**src/sv/xmb_pkg.sv**
```systemverilog
// package with the constants of the xmodem block framer
package xmb_pkg;

    localparam int BLOCK_BYTES = 128;
    localparam int FILL_W      = $clog2(BLOCK_BYTES + 1);

    localparam logic [7:0]  SOH_CODE = 8'h01;
    localparam logic [7:0]  EOT_CODE = 8'h04;
    localparam logic [7:0]  PAD_CODE = 8'h1A;
    localparam logic [7:0]  MAX_BYTE = 8'hFF;
    localparam logic [15:0] CRC_POLY = 16'h1021;

    localparam int          APB_AW            = 3;
    localparam logic [APB_AW-1:0] ADDR_CRC_MODE = 3'd0;

    localparam logic FUNC_DATA = 1'b0;
    localparam logic FUNC_EOF  = 1'b1;

    function automatic logic [15:0] crc_bit_step(input logic [15:0] c);
        logic [15:0] sh;
        sh = {c[14:0], 1'b0};
        return c[15] ? (sh ^ CRC_POLY) : sh;
    endfunction

endpackage

```
**src/sv/xmodem_block_framer_core.sv**
```systemverilog
// xmodem block framer top level with bit-serial crc sequencer
// usage:
//   input channel (in_valid, in_stall, func, data_byte): func 0 carries one
//   file byte, func 1 closes the file. in_stall is high while a word is at
//   work, the block takes one word at a time.
//   output channel (out_valid, out_stall, frame_byte, repeat_count,
//   block_end, last_of_run): one output register; a header byte, data byte,
//   padding run, trailer byte or eot per word, last_of_run on the last one.
//   the crc is updated one bit per cycle. a data word gives 1 to 4
//   results. end of file with n bytes in the open frame absorbs 128-n
//   padding bytes, then gives 4 or 5 results; on a frame boundary it
//   gives the two eot words.
//   a stalled receiver holds the output register and the sequencer waits.
//   reset: crc_mode is 1, block number 1, empty frame, nothing pending.
//   crc_mode is to be written over the apb port only while the block is
//   idle; the block itself does not enforce this.
module xmodem_block_framer_core
    import xmb_pkg::*;
(
    input  logic              clk,
    input  logic              rst_n,
    input  logic              in_valid,
    output logic              in_stall,
    input  logic              func,
    input  logic [7:0]        data_byte,
    output logic              out_valid,
    input  logic              out_stall,
    output logic [7:0]        frame_byte,
    output logic [7:0]        repeat_count,
    output logic              block_end,
    output logic              last_of_run,
    input  logic              psel,
    input  logic              penable,
    input  logic              pwrite,
    input  logic [APB_AW-1:0] paddr,
    input  logic [31:0]       pwdata,
    output logic [31:0]       prdata,
    output logic              pready
);

    localparam logic [3:0] S_IDLE   = 4'd0;
    localparam logic [3:0] S_ABS    = 4'd1;
    localparam logic [3:0] S_PADLD  = 4'd2;
    localparam logic [3:0] S_SOH    = 4'd3;
    localparam logic [3:0] S_NUM    = 4'd4;
    localparam logic [3:0] S_CMP    = 4'd5;
    localparam logic [3:0] S_DATA   = 4'd6;
    localparam logic [3:0] S_PADRUN = 4'd7;
    localparam logic [3:0] S_TRL_HI = 4'd8;
    localparam logic [3:0] S_TRL_LO = 4'd9;
    localparam logic [3:0] S_EOT1   = 4'd10;
    localparam logic [3:0] S_EOT2   = 4'd11;

    localparam logic [FILL_W-1:0] FILL_FULL = FILL_W'(BLOCK_BYTES);

    logic [3:0]        state_reg, state_next;
    logic              crc_mode_reg, crc_mode_next;
    logic [7:0]        block_num_reg, block_num_next;
    logic [FILL_W-1:0] fill_reg, fill_next;
    logic [FILL_W-1:0] pad_left_reg, pad_left_next;
    logic [15:0]       crc_reg, crc_next;
    logic [7:0]        sum_reg, sum_next;
    logic [2:0]        bit_cnt_reg, bit_cnt_next;
    logic              eof_reg, eof_next;
    logic [7:0]        byte_reg, byte_next;
    logic              out_valid_reg, out_valid_next;
    logic [7:0]        frame_byte_reg, frame_byte_next;
    logic [7:0]        repeat_reg, repeat_next;
    logic              block_end_reg, block_end_next;
    logic              last_reg, last_next;

    logic              in_acc;
    logic              slot_free;
    logic              emit;
    logic              cfg_wr;
    logic [FILL_W-1:0] fill_inc;
    logic [FILL_W-1:0] pad_total;

    assign in_stall  = (state_reg != S_IDLE);
    assign in_acc    = in_valid && !in_stall;
    assign slot_free = !out_valid_reg || !out_stall;
    assign fill_inc  = fill_reg + 1'b1;
    assign pad_total = FILL_FULL - fill_reg;

    assign cfg_wr = psel && penable && pwrite && pready && (paddr == ADDR_CRC_MODE);
    assign pready = 1'b1;
    assign prdata = (paddr == ADDR_CRC_MODE) ? {31'd0, crc_mode_reg} : 32'd0;

    assign out_valid    = out_valid_reg;
    assign frame_byte   = frame_byte_reg;
    assign repeat_count = repeat_reg;
    assign block_end    = block_end_reg;
    assign last_of_run  = last_reg;

    // emit states need a free output slot
    always_comb
    begin
        emit = 1'b0;
        unique case (state_reg) inside
            S_SOH, S_NUM, S_CMP, S_DATA, S_PADRUN,
            S_TRL_HI, S_TRL_LO, S_EOT1, S_EOT2: emit = slot_free;
            default: emit = 1'b0;
        endcase
    end

    always_comb
    begin
        state_next      = state_reg;
        crc_mode_next   = cfg_wr ? pwdata[0] : crc_mode_reg;
        block_num_next  = block_num_reg;
        fill_next       = fill_reg;
        pad_left_next   = pad_left_reg;
        crc_next        = crc_reg;
        sum_next        = sum_reg;
        bit_cnt_next    = bit_cnt_reg;
        eof_next        = eof_reg;
        byte_next       = byte_reg;
        out_valid_next  = out_valid_reg && out_stall;
        frame_byte_next = frame_byte_reg;
        repeat_next     = repeat_reg;
        block_end_next  = block_end_reg;
        last_next       = last_reg;

        if (emit)
        begin
            out_valid_next = 1'b1;
            repeat_next    = 8'd1;
            block_end_next = 1'b0;
            last_next      = 1'b0;
        end

        unique case (state_reg)
            S_IDLE:
            begin
                if (in_acc)
                begin
                    bit_cnt_next = 3'd0;
                    if (func == FUNC_DATA)
                    begin
                        eof_next   = 1'b0;
                        byte_next  = data_byte;
                        crc_next   = crc_reg ^ {data_byte, 8'd0};
                        sum_next   = sum_reg + data_byte;
                        state_next = S_ABS;
                    end
                    else
                    begin
                        eof_next = 1'b1;
                        if (fill_reg != '0)
                        begin
                            pad_left_next = pad_total;
                            state_next    = S_PADLD;
                        end
                        else
                        begin
                            state_next = S_EOT1;
                        end
                    end
                end
            end
            S_PADLD:
            begin
                crc_next     = crc_reg ^ {PAD_CODE, 8'd0};
                sum_next     = sum_reg + PAD_CODE;
                bit_cnt_next = 3'd0;
                state_next   = S_ABS;
            end
            S_ABS:
            begin
                crc_next     = crc_bit_step(crc_reg);
                bit_cnt_next = bit_cnt_reg + 1'b1;
                if (bit_cnt_reg == 3'd7)
                begin
                    if (eof_reg)
                    begin
                        pad_left_next = pad_left_reg - 1'b1;
                        state_next    = (pad_left_reg == FILL_W'(1)) ? S_PADRUN : S_PADLD;
                    end
                    else
                    begin
                        state_next = (fill_reg == '0) ? S_SOH : S_DATA;
                    end
                end
            end
            S_SOH:
            begin
                if (emit)
                begin
                    frame_byte_next = SOH_CODE;
                    state_next      = S_NUM;
                end
            end
            S_NUM:
            begin
                if (emit)
                begin
                    frame_byte_next = block_num_reg;
                    state_next      = S_CMP;
                end
            end
            S_CMP:
            begin
                if (emit)
                begin
                    frame_byte_next = MAX_BYTE - block_num_reg;
                    state_next      = S_DATA;
                end
            end
            S_DATA:
            begin
                if (emit)
                begin
                    frame_byte_next = byte_reg;
                    fill_next       = fill_inc;
                    if (fill_inc == FILL_FULL)
                    begin
                        state_next = crc_mode_reg ? S_TRL_HI : S_TRL_LO;
                    end
                    else
                    begin
                        last_next  = 1'b1;
                        state_next = S_IDLE;
                    end
                end
            end
            S_PADRUN:
            begin
                if (emit)
                begin
                    frame_byte_next = PAD_CODE;
                    repeat_next     = pad_total[7:0];
                    state_next      = crc_mode_reg ? S_TRL_HI : S_TRL_LO;
                end
            end
            S_TRL_HI:
            begin
                if (emit)
                begin
                    frame_byte_next = crc_reg[15:8];
                    state_next      = S_TRL_LO;
                end
            end
            S_TRL_LO:
            begin
                if (emit)
                begin
                    frame_byte_next = crc_mode_reg ? crc_reg[7:0] : sum_reg;
                    block_end_next  = 1'b1;
                    last_next       = !eof_reg;
                    block_num_next  = block_num_reg + 1'b1;
                    fill_next       = '0;
                    crc_next        = '0;
                    sum_next        = '0;
                    state_next      = eof_reg ? S_EOT1 : S_IDLE;
                end
            end
            S_EOT1:
            begin
                if (emit)
                begin
                    frame_byte_next = EOT_CODE;
                    state_next      = S_EOT2;
                end
            end
            S_EOT2:
            begin
                if (emit)
                begin
                    frame_byte_next = EOT_CODE;
                    last_next       = 1'b1;
                    block_num_next  = 8'd1;
                    fill_next       = '0;
                    crc_next        = '0;
                    sum_next        = '0;
                    eof_next        = 1'b0;
                    state_next      = S_IDLE;
                end
            end
            default:
            begin
                state_next = S_IDLE;
            end
        endcase
    end

    always_ff @(posedge clk or negedge rst_n)
    begin
        if (!rst_n)
        begin
            state_reg     <= S_IDLE;
            crc_mode_reg  <= 1'b1;
            block_num_reg <= 8'd1;
            fill_reg      <= '0;
            pad_left_reg  <= '0;
            crc_reg       <= '0;
            sum_reg       <= '0;
            bit_cnt_reg   <= '0;
            eof_reg       <= 1'b0;
            out_valid_reg <= 1'b0;
        end
        else
        begin
            state_reg     <= state_next;
            crc_mode_reg  <= crc_mode_next;
            block_num_reg <= block_num_next;
            fill_reg      <= fill_next;
            pad_left_reg  <= pad_left_next;
            crc_reg       <= crc_next;
            sum_reg       <= sum_next;
            bit_cnt_reg   <= bit_cnt_next;
            eof_reg       <= eof_next;
            out_valid_reg <= out_valid_next;
        end
    end

    always_ff @(posedge clk)
    begin
        byte_reg       <= byte_next;
        frame_byte_reg <= frame_byte_next;
        repeat_reg     <= repeat_next;
        block_end_reg  <= block_end_next;
        last_reg       <= last_next;
    end

endmodule

```
**config.mk**
```make
export PLATFORM = sky130hd
export DESIGN_NAME = xmodem_block_framer_core
export DESIGN_NICKNAME = d
export VERILOG_FILES = /design/src/sv/xmb_pkg.sv /design/src/sv/xmodem_block_framer_core.sv
export SDC_FILE = /design/constraint.sdc
export NUM_CORES = 1
export LEC_CHECK = 0
export BUFFER_PORTS_ARGS = -buffer_cell sky130_fd_sc_hd__buf_2
export CAP_MARGIN = 20
export CORE_MARGIN = 2
export CORE_UTILIZATION = 61
export DETAILED_ROUTE_END_ITERATION = 12
export GPL_ROUTABILITY_DRIVEN = 1
export PLACE_DENSITY = 0.85
export SLEW_MARGIN = 5
export SYNTH_ARGS = -nofsm -noshare
export SYNTH_HDL_FRONTEND = slang
export SYNTH_SLANG_ARGS = --single-unit
export TNS_END_PERCENT = 20
```
**constraint.sdc**
```tcl
create_clock -name clk -period 3.8 [get_ports clk]
set_input_delay 0.76 -clock clk [delete_from_list [all_inputs] [get_ports clk]]
set_output_delay 0.76 -clock clk [all_outputs]
set_load 0.1 [all_outputs]
```
After elaboration in Yosys (flattened, before gate mapping) --
Cells that the tools add are included.
Word-level totals: flip-flop bits (word level) 84, input bits 51, output and inout bits 53, word-level logic and storage cells 168
Cells by class: $add $sub $neg 8, equality and inequality tests 31, multiplexer cells 70, bitwise gates (word level) 5, reduce and logical (&&, ||, !) cells 38
Operator list (number):
- 8-bit 2-to-1 mux | 22
- 16-bit case mux with 4 select lines | 1
- 8-bit case mux with 8 select lines | 1
- 4-bit 2-to-1 mux | 15
- 16-bit 2-to-1 mux | 3
- 4-bit case mux with 12 select lines | 1
- 8-bit case mux with 2 select lines | 3
- 2-bit inequality test, second input constant | 15
- 8-bit case mux with 3 select lines | 1
- 8-bit by 1-bit adder with 8-bit output, second input constant | 2
- 4-bit by 3-bit == test with 1-bit output, second input constant | 4
- 4-bit == test, second input constant | 4
- 8-bit nonzero test | 2
- 8-bit subtractor, first input constant | 2
- 16-bit XOR | 1
- 1-bit 2-to-1 mux | 15
- 13-bit 2-to-1 mux | 1
- 3-bit 2-to-1 mux | 4
- 3-bit AND reduction | 4
- 11-bit AND reduction | 1
- 3-bit case mux with 3 select lines | 1
- 9-bit AND reduction | 1
- 3-bit nonzero test | 3
- 9-bit OR reduction | 1
- other kinds (27) | 44

Logic depth before layout (Yosys ltp) --
Gate-level depths: netlist of run 1.
depth after elaboration 7, depth in mapped cells 10, gate-level depth less buffers 9

Least setup slack after synthesis of run 1 --
No wires, ideal clock.
kind input port to output port, start point in paddr[1], end point out prdata[0], arrival time 1.735 ns, path slack 1.305 ns, cell stages on the path 2, buffers on the path 0, cell sequence nor3_1 and2_1
On the way: word-level cells in the longest chain between the ends 2
Ends and longest elaborated chain:
- from (decl) | line xmodem_block_framer_core.sv:35 | input logic [APB_AW-1:0] paddr,
- 3-bit zero test | line xmodem_block_framer_core.sv:87 | assign prdata = (paddr == ADDR_CRC_MODE) ? {31'd0, crc_mode_reg} : 32'd0;
- 1-bit 2-to-1 mux | line xmodem_block_framer_core.sv:87
- to (decl) | line xmodem_block_framer_core.sv:37 | output logic [31:0] prdata,
Every way passes these cells.

Worst setup path in the final report of run 1 --
start point reg state_reg[1], end point out in_stall
On the way: word-level cells in the longest chain between the ends 1
Ends and longest elaborated chain:
- from (decl) | line xmodem_block_framer_core.sv:56 | logic [3:0] state_reg, state_next;
- from (signal assigned) | line xmodem_block_framer_core.sv:303 | state_reg <= state_next;
- 4-bit nonzero test | line xmodem_block_framer_core.sv:79 | assign in_stall = (state_reg != S_IDLE);
- to (decl) | line xmodem_block_framer_core.sv:23 | output logic in_stall,
Every way passes these cells.

==> impl_metrics.py, run 1 <==
metrics = {
    "synth": {
        "synth_area_leaders": "dfrtp_1, edfxtp_1, o21ai_0",
        "ys_types": 69,
        "synth_area_um2": 5400,
        "synth_cells": 595,
        "synth_warnings": 0,
        "synth_top_area_share_pct": 25.9,
        "synth.avg_cell_area_um2": 9.08,
        "synth_seq_cells": 84,
        "yosysSeqAreaShare_pct": 41.2,
        "synth-main-ff-cell": "dfrtp_1",
        "yosys.area.top_type": "dfrtp_1",
        "ys_async_sr_fraction_pct": 69.0,
        "synth_edf_count": 25,
    },
    "cts": {
        "tritoncts": "built",
        "cts_sinks": 84,
        "htreeDepth": 3,
        "clock_latency_ns": 0.36,
        "clk_pin_slew_ns": 0.09,
        "numCtsBuffers": 9,
        "cts_buffer_depth": 2,
        "cts_resized": 0,
        "holdBufCountCts": 0,
        "cts-root-buf": "clkbuf_8",
        "postCtsSetupBuffers": 0,
    },
    "setup_path": {
        "cp-start-kind": "register",
        "slowest_stage": "buf_2",
        "r2r_cells": 7,
        "cp.depth": 6,
        "crit_buf_inv": 4,
        "critPathTopFamily": "buffers and inverters",
        "reg2reg_to": "state_reg[0]",
        "end_kind": "output pin",
        "arrival_ns": 2.19,
        "crit_type": "reg2out",
        "crit_fanout": 30,
        "required_ns": 3.04,
        "critPathMaxStageDelay_ns": 0.46,
        "cp_cell_sequence": "buf_4, clkinv_1, nand2_1, nor2_1, inv_1, buf_2",
        "timing.rr.start": "state_reg[0]",
        "rrSetupSlack_ns": 1.03,
    },
    "power": {
        "internal_power_uw": 2520,
        "swShare_pct": 51.2,
        "powerDensity_nw_per_um2": 896,
        "pwr-share-comb_pct": 54.1,
        "vdd_drop_max_v": 0.000541,
        "p_leak_uw": 0.00253,
        "p_clk_share_pct": 14.7,
        "pwr-share-seq_pct": 31.1,
        "power_switching_uw": 2650,
    },
    "job": {
        "drv_cap": 0,
    },
    "route": {
        "remaining_drc_errors": 0,
        "wl_um": 13200,
        "wl_per_cell_um": 18.0,
        "postRouteAntennaNets": 0,
        "drt_iter0_drc": 458,
        "viasPerCell": 6.37,
        "num_vias": 4683,
        "drtPass1Iterations": 6,
    },
    "sta": {
        "max_freq_mhz": 340,
        "tightest_slew_ns": 1.00,
        "slew_headroom_pct": 33.3,
        "clock-skew-final_ns": 0.0117,
        "hold_violations": 0,
        "setup_viol": 0,
        "tns_ns": 0,
        "fin_crit_sh_pct": 77.5,
        "grt_setup_unrepaired": "no",
        "drv_slew": 0,
        "min_period_ns": 2.95,
    },
    "worst_hold_path": {
        "hold_class": "in2async",
    },
    "finish": {
        "area.growth.synth_to_final_pct": 7.00,
        "mostFrequentLayoutCells": "o21ai_0, dfrtp_1, nor2_1",
        "drive_gt1_share_pct": 12.9,
        "fin_cells": 735,
        "fin_nets": 690,
        "num_antenna_cells": 0,
        "layout_commonest_cell": "o21ai_0",
    },
    "floorplan": {
        "start_util_pct": 62.5,
        "rows": 34,
        "dieArea_um2": 9620,
        "core_area_um2": 8640,
        "die_w_um": 98.1,
        "pin_count": 104,
        "die_h_um": 98.1,
    },
    "place": {
        "gp_congestion": 0.886,
        "numPortBuffers": 40,
        "place_inst": 718,
        "dpl.hpwl_um": 9600,
    },
    "outcome": {
        "status": "completed",
    },
    "grt": {
        "grt_max_degree": 46,
        "grt_pass1_vias": 4433,
        "grt_first_pass_wirelength_um": 21700,
        "overflow": 0,
        "antenna_found_initial": 0,
        "grt.total_usage_pct": 28.0,
    },
}
## final cells by class
type | instances | area, um^2
clock buffer | 10 | 128
clock inverter | 6 | 113
fill | 703 | 2860
inverter | 20 | 75.1
multi-input combinational | 458 | 2820
sequential | 84 | 2220
tap | 108 | 135
timing repair buffer | 49 | 280
## per-layer routing
layer  part of all wire, %  vias to the layer above  global-route usage, %
met3                   8.7                       45                   5.58
met5                     0                        -                      0
met2                    47                      282                   42.7
li1                      -                     2149                      -
met4                   3.6                        0                   14.3
met1                    41                     2207                   38.3
## power by group through the flow
stage | Sequential, uW | Combinational, uW | Clock (uW)
after floorplan | 1980 | 1840 | 0
after global routing | 1650 | 3030 | 807
after detailed placement | 1610 | 2750 | 0
final | 1610 | 2800 | 762
after global placement | 1590 | 2660 | 0
after CTS | 1600 | 2760 | 773
## stage by stage
| step | hold WS, ns | instance area, um^2 | worst slack (ns) | utilization, % | power [uW] |
|---|---|---|---|---|---|
| global route | 0.350 | 5780 | 0.746 | 66.9 | 5490 |
| CTS | 0.504 | 5760 | 0.874 | 66.7 | 5140 |
| floorplan | 0.436 | 5510 | 1.31 | - | 3810 |
| detailed placement | 0.493 | 5520 | 1.14 | 63.9 | 4370 |
| finish | 0.337 | 5780 | 0.855 | 66.9 | 5180 |
| global placement | 0.457 | 5520 | 1.24 | 63.9 | 4250 |
## worst max path at each step
stage	from	to	slack (ns)
2_1_floorplan	paddr[1]	prdata[0]	1.31
3_3_place_gp	state_reg[0]	state_reg[0]	1.24
3_5_place_dp	data_byte[1]	sum_reg[7]	1.14
4_1_cts	state_reg[1]	in_stall	0.87
5_1_grt	state_reg[1]	in_stall	0.75
6_report	state_reg[1]	in_stall	0.85
## cells in the mapped netlist, types with 3 or more instances
cell type / instances
o21ai_0: 58
dfrtp_1: 56
nor2_1: 55
nand2_1: 53
buf_4: 32
a21oi_1: 28
edfxtp_1: 25
inv_1: 19
nand3_1: 17
a22o_1: 16
ha_1: 16
mux2i_1: 16
buf_2: 15
nor3_1: 14
a22oi_1: 13
xor2_1: 13
clkbuf_1: 12
o22ai_1: 11
nand2b_1: 10
xnor2_1: 10
nor2b_1: 9
a31oi_1: 7
a21o_1: 5
nor3b_1: 5
o2bb2ai_1: 5
nand4_1: 4
o22a_1: 4
o31ai_1: 4
and2_1: 3
and3_1: 3
o211ai_1: 3
o21ai_2: 3
## kinds of logic after synthesis
| group | Yosys count | share of synthesized area [%] |
|---|---|---|
| buffers and inverters | 83 | 8.62 |
| adders and majority gates | 17 | 4.08 |
| and+or+nand+nor | 187 | 16.9 |
| other | 2 | 0.139 |
| muxes | 17 | 3.17 |
| xor gates and xnor gates | 23 | 3.73 |
| DFF | 84 | 41.2 |
| AOI/OAI and AO/OA | 182 | 22.2 |
Note: power is estimated with default switching activity, not from simulation.
==> inputs of run 2 (changes only) <==
- ABC_AREA: unset -> 1
- CORE_UTILIZATION: 61 -> 51
- PLACE_DENSITY: 0.85 -> 0.76
- clock period: 3.8 -> 2.6 ns (I/O delays scaled with it)
==> run 2 against run 1 <==
Compared with the run above:
- global-route usage shrank 5.2 points
- design area is 0.74% higher
- routed wire length is 5.1% lower
- synthesized cell count increased by 14%
- count of clock-buffer cells in the layout is the same
- sequential share of layout area down 0.28 points
- critical endpoint is now prdata[0]
- largest cell class unchanged
- largest power group unchanged
==> impl_metrics.py, run 2 <==
metrics = {
    "outcome": {
        "status": "completed",
    },
    "route": {
        "wl_per_cell_um": 14.6,
        "postRouteAntennaNets": 0,
        "route.met2.wl_um": 5780,
        "route.met3.wl_um": 873,
        "wl_met1_um": 5610,
        "viasPerCell": 5.54,
        "wl_um": 12600,
        "top_layer": "met4",
        "num_vias": 4764,
        "drt_iter0_drc": 365,
        "remaining_drc_errors": 0,
        "drtPass1Iterations": 5,
    },
    "floorplan": {
        "die_w_um": 106,
        "core_area_um2": 10200,
        "dieArea_um2": 11300,
        "pin_count": 104,
        "start_util_pct": 52.3,
        "die_h_um": 106,
        "rows": 37,
    },
    "synth": {
        "yosysSeqAreaShare_pct": 41.6,
        "synth_compound_area_share_pct": 17.5,
        "synth_seq_cells": 84,
        "synth-main-ff-cell": "dfrtp_1",
        "synth.avg_cell_area_um2": 7.90,
        "synth_fa_ha_area_share_pct": 4.12,
        "synth_edf_count": 25,
        "synth_top_area_share_pct": 26.2,
        "synth_warnings": 0,
        "synth_cells": 677,
        "synth_area_um2": 5350,
        "synth_xor_area_share_pct": 2.46,
        "yosys.area.top_type": "dfrtp_1",
        "yosys.area_share.simple_pct": 21.5,
        "synthMuxAreaShare_pct": 0,
        "ys_async_sr_fraction_pct": 69.0,
        "post-synth-top-count-cell": "nand2_1",
        "ys_types": 47,
        "synthTopCellsByCount": "nand2_1, inv_1, o21ai_0",
        "synth_area_leaders": "dfrtp_1, edfxtp_1, nand2_1",
        "synth_top_family_by_area": "simple AND/OR/NAND/NOR gates",
    },
    "finish": {
        "mostFrequentLayoutCells": "nand2_1, inv_1, o21ai_0",
        "drive_gt1_share_pct": 12.3,
        "num_antenna_cells": 0,
        "area.growth.synth_to_final_pct": 8.87,
        "nFillCells": 925,
        "layout_commonest_cell": "nand2_1",
        "fin_area_um2": 5820,
        "fin_nets": 787,
    },
    "sta": {
        "max_freq_mhz": 435,
        "drv_slew": 0,
        "clock-skew-final_ns": 0.0121,
        "min_period_ns": 2.30,
        "tightest_slew_ns": 0.682,
        "hold_violations": 0,
        "slew_headroom_pct": 54.6,
        "grt_setup_unrepaired": "no",
        "fin_crit_sh_pct": 88.5,
        "tns_ns": 0,
        "setup_viol": 0,
    },
    "grt": {
        "overflow": 0,
        "antenna_found_initial": 0,
        "grt_max_degree": 33,
        "grt.total_usage_pct": 22.9,
        "grt_pass1_vias": 4284,
        "grt_first_pass_wirelength_um": 20600,
    },
    "worst_hold_path": {
        "hold_class": "in2async",
    },
    "setup_path": {
        "slowest_stage": "dfstp_2",
        "critPathMaxStageDelay_ns": 0.68,
        "arrival_ns": 1.78,
        "end_kind": "output pin",
        "cp_cell_sequence": "inv_1, nor2_2, buf_2",
        "cp-start-kind": "register",
        "crit_fanout": 15,
        "crit_type": "reg2out",
        "required_ns": 2.08,
    },
    "cts": {
        "tritoncts": "built",
        "htreeDepth": 3,
        "cts_sinks": 84,
        "clk_pin_slew_ns": 0.08,
        "numCtsBuffers": 9,
        "cts_buffer_depth": 2,
        "holdBufCountCts": 0,
        "cts-root-buf": "clkbuf_8",
        "postCtsSetupBuffers": 0,
        "cts_resized": 0,
        "clock_latency_ns": 0.36,
    },
    "power": {
        "powerDensity_nw_per_um2": 1400,
        "power_switching_uw": 4310,
        "pwr-share-seq_pct": 29.3,
        "p_leak_uw": 0.00280,
        "vdd_drop_max_v": 0.000554,
        "p_clk_share_pct": 13.8,
        "internal_power_uw": 3820,
        "pwr-share-comb_pct": 56.8,
        "swShare_pct": 53.0,
    },
    "place": {
        "dpl.hpwl_um": 9480,
        "place_area_um2": 5580,
        "numPortBuffers": 40,
        "gp_congestion": 0.899,
    },
    "job": {
        "drv_cap": 0,
    },
}
==> run 2: metal layers <==
metal | vias up | track usage, %
li1 | 2284 | -
met1 | 2239 | 31.7
met5 | - | 0
met2 | 213 | 35.7
met4 | 0 | 9.30
met3 | 28 | 3.92
==> run 2: cell families after synthesis <==
logic type | Yosys count
xor+xnor | 15
flops | 84
compound gates | 158
other cells | 2
simple gates | 257
buf+inv | 144
fa+ha+maj | 17
==> run 2: critical path, delay by kind of cell (launching register included) <==
family,cells,cell delay (ns)
flops,1,0.68
buf+inv,2,0.60
simple gates,1,0.13
==> run 2: worst paths after layout <==
path / startpoint / endpoint / slack (ns) / cells past startpoint
max in group asynchronous: rst_n / crc_mode_reg / 1.73 / 2
worst max register to register: state_reg[0] / byte_reg[6] / 0.33 / 8
worst min-delay path: rst_n / pad_left_reg[3] / 0.19 / 1
worst max-delay path: crc_mode_reg / prdata[0] / 0.30 / 3
min in group clk: pwdata[0] / crc_mode_reg / 0.36 / 3
worst min register to register: last_of_run / last_of_run / 0.50 / 2
==> run 2: power groups by stage <==
stage | Sequential, uW | Combinational, uW | Clock, uW
final | 2380 | 4620 | 1130
after detailed placement | 2400 | 4540 | 0
after global placement | 2370 | 4430 | 0
after CTS | 2380 | 4580 | 1140
after global routing | 2450 | 5060 | 1200
after floorplan | 3140 | 2890 | 0
==> run 2: cell type report <==
class / instances / area [um^2] / share of cell area [%]
flip-flops and latches: 84 / 2220 / 38.2
clock buffers: 10 / 138 / 2.36
inverters: 99 / 372 / 6.38
repair buffers: 46 / 258 / 4.43
clock inverters: 6 / 101 / 1.74
well taps: 136 / 170 / 2.92
multi-input cells: 479 / 2560 / 43.9
==> run 2: through the flow <==
step | util [%] | hold slack (ns) | setup WS, ns | instances | power (uW)
3_5_place_dp | 54.6 | 0.491 | 0.373 | 844 | 6950
6_report | 56.9 | 0.191 | 0.300 | 860 | 8130
2_1_floorplan | - | 0.224 | 0.371 | 707 | 6030
3_3_place_gp | 54.6 | 0.466 | 0.455 | 844 | 6810
4_1_cts | 56.9 | 0.205 | 0.277 | 860 | 8090
5_1_grt | 56.9 | 0.219 | 0.134 | 860 | 8710
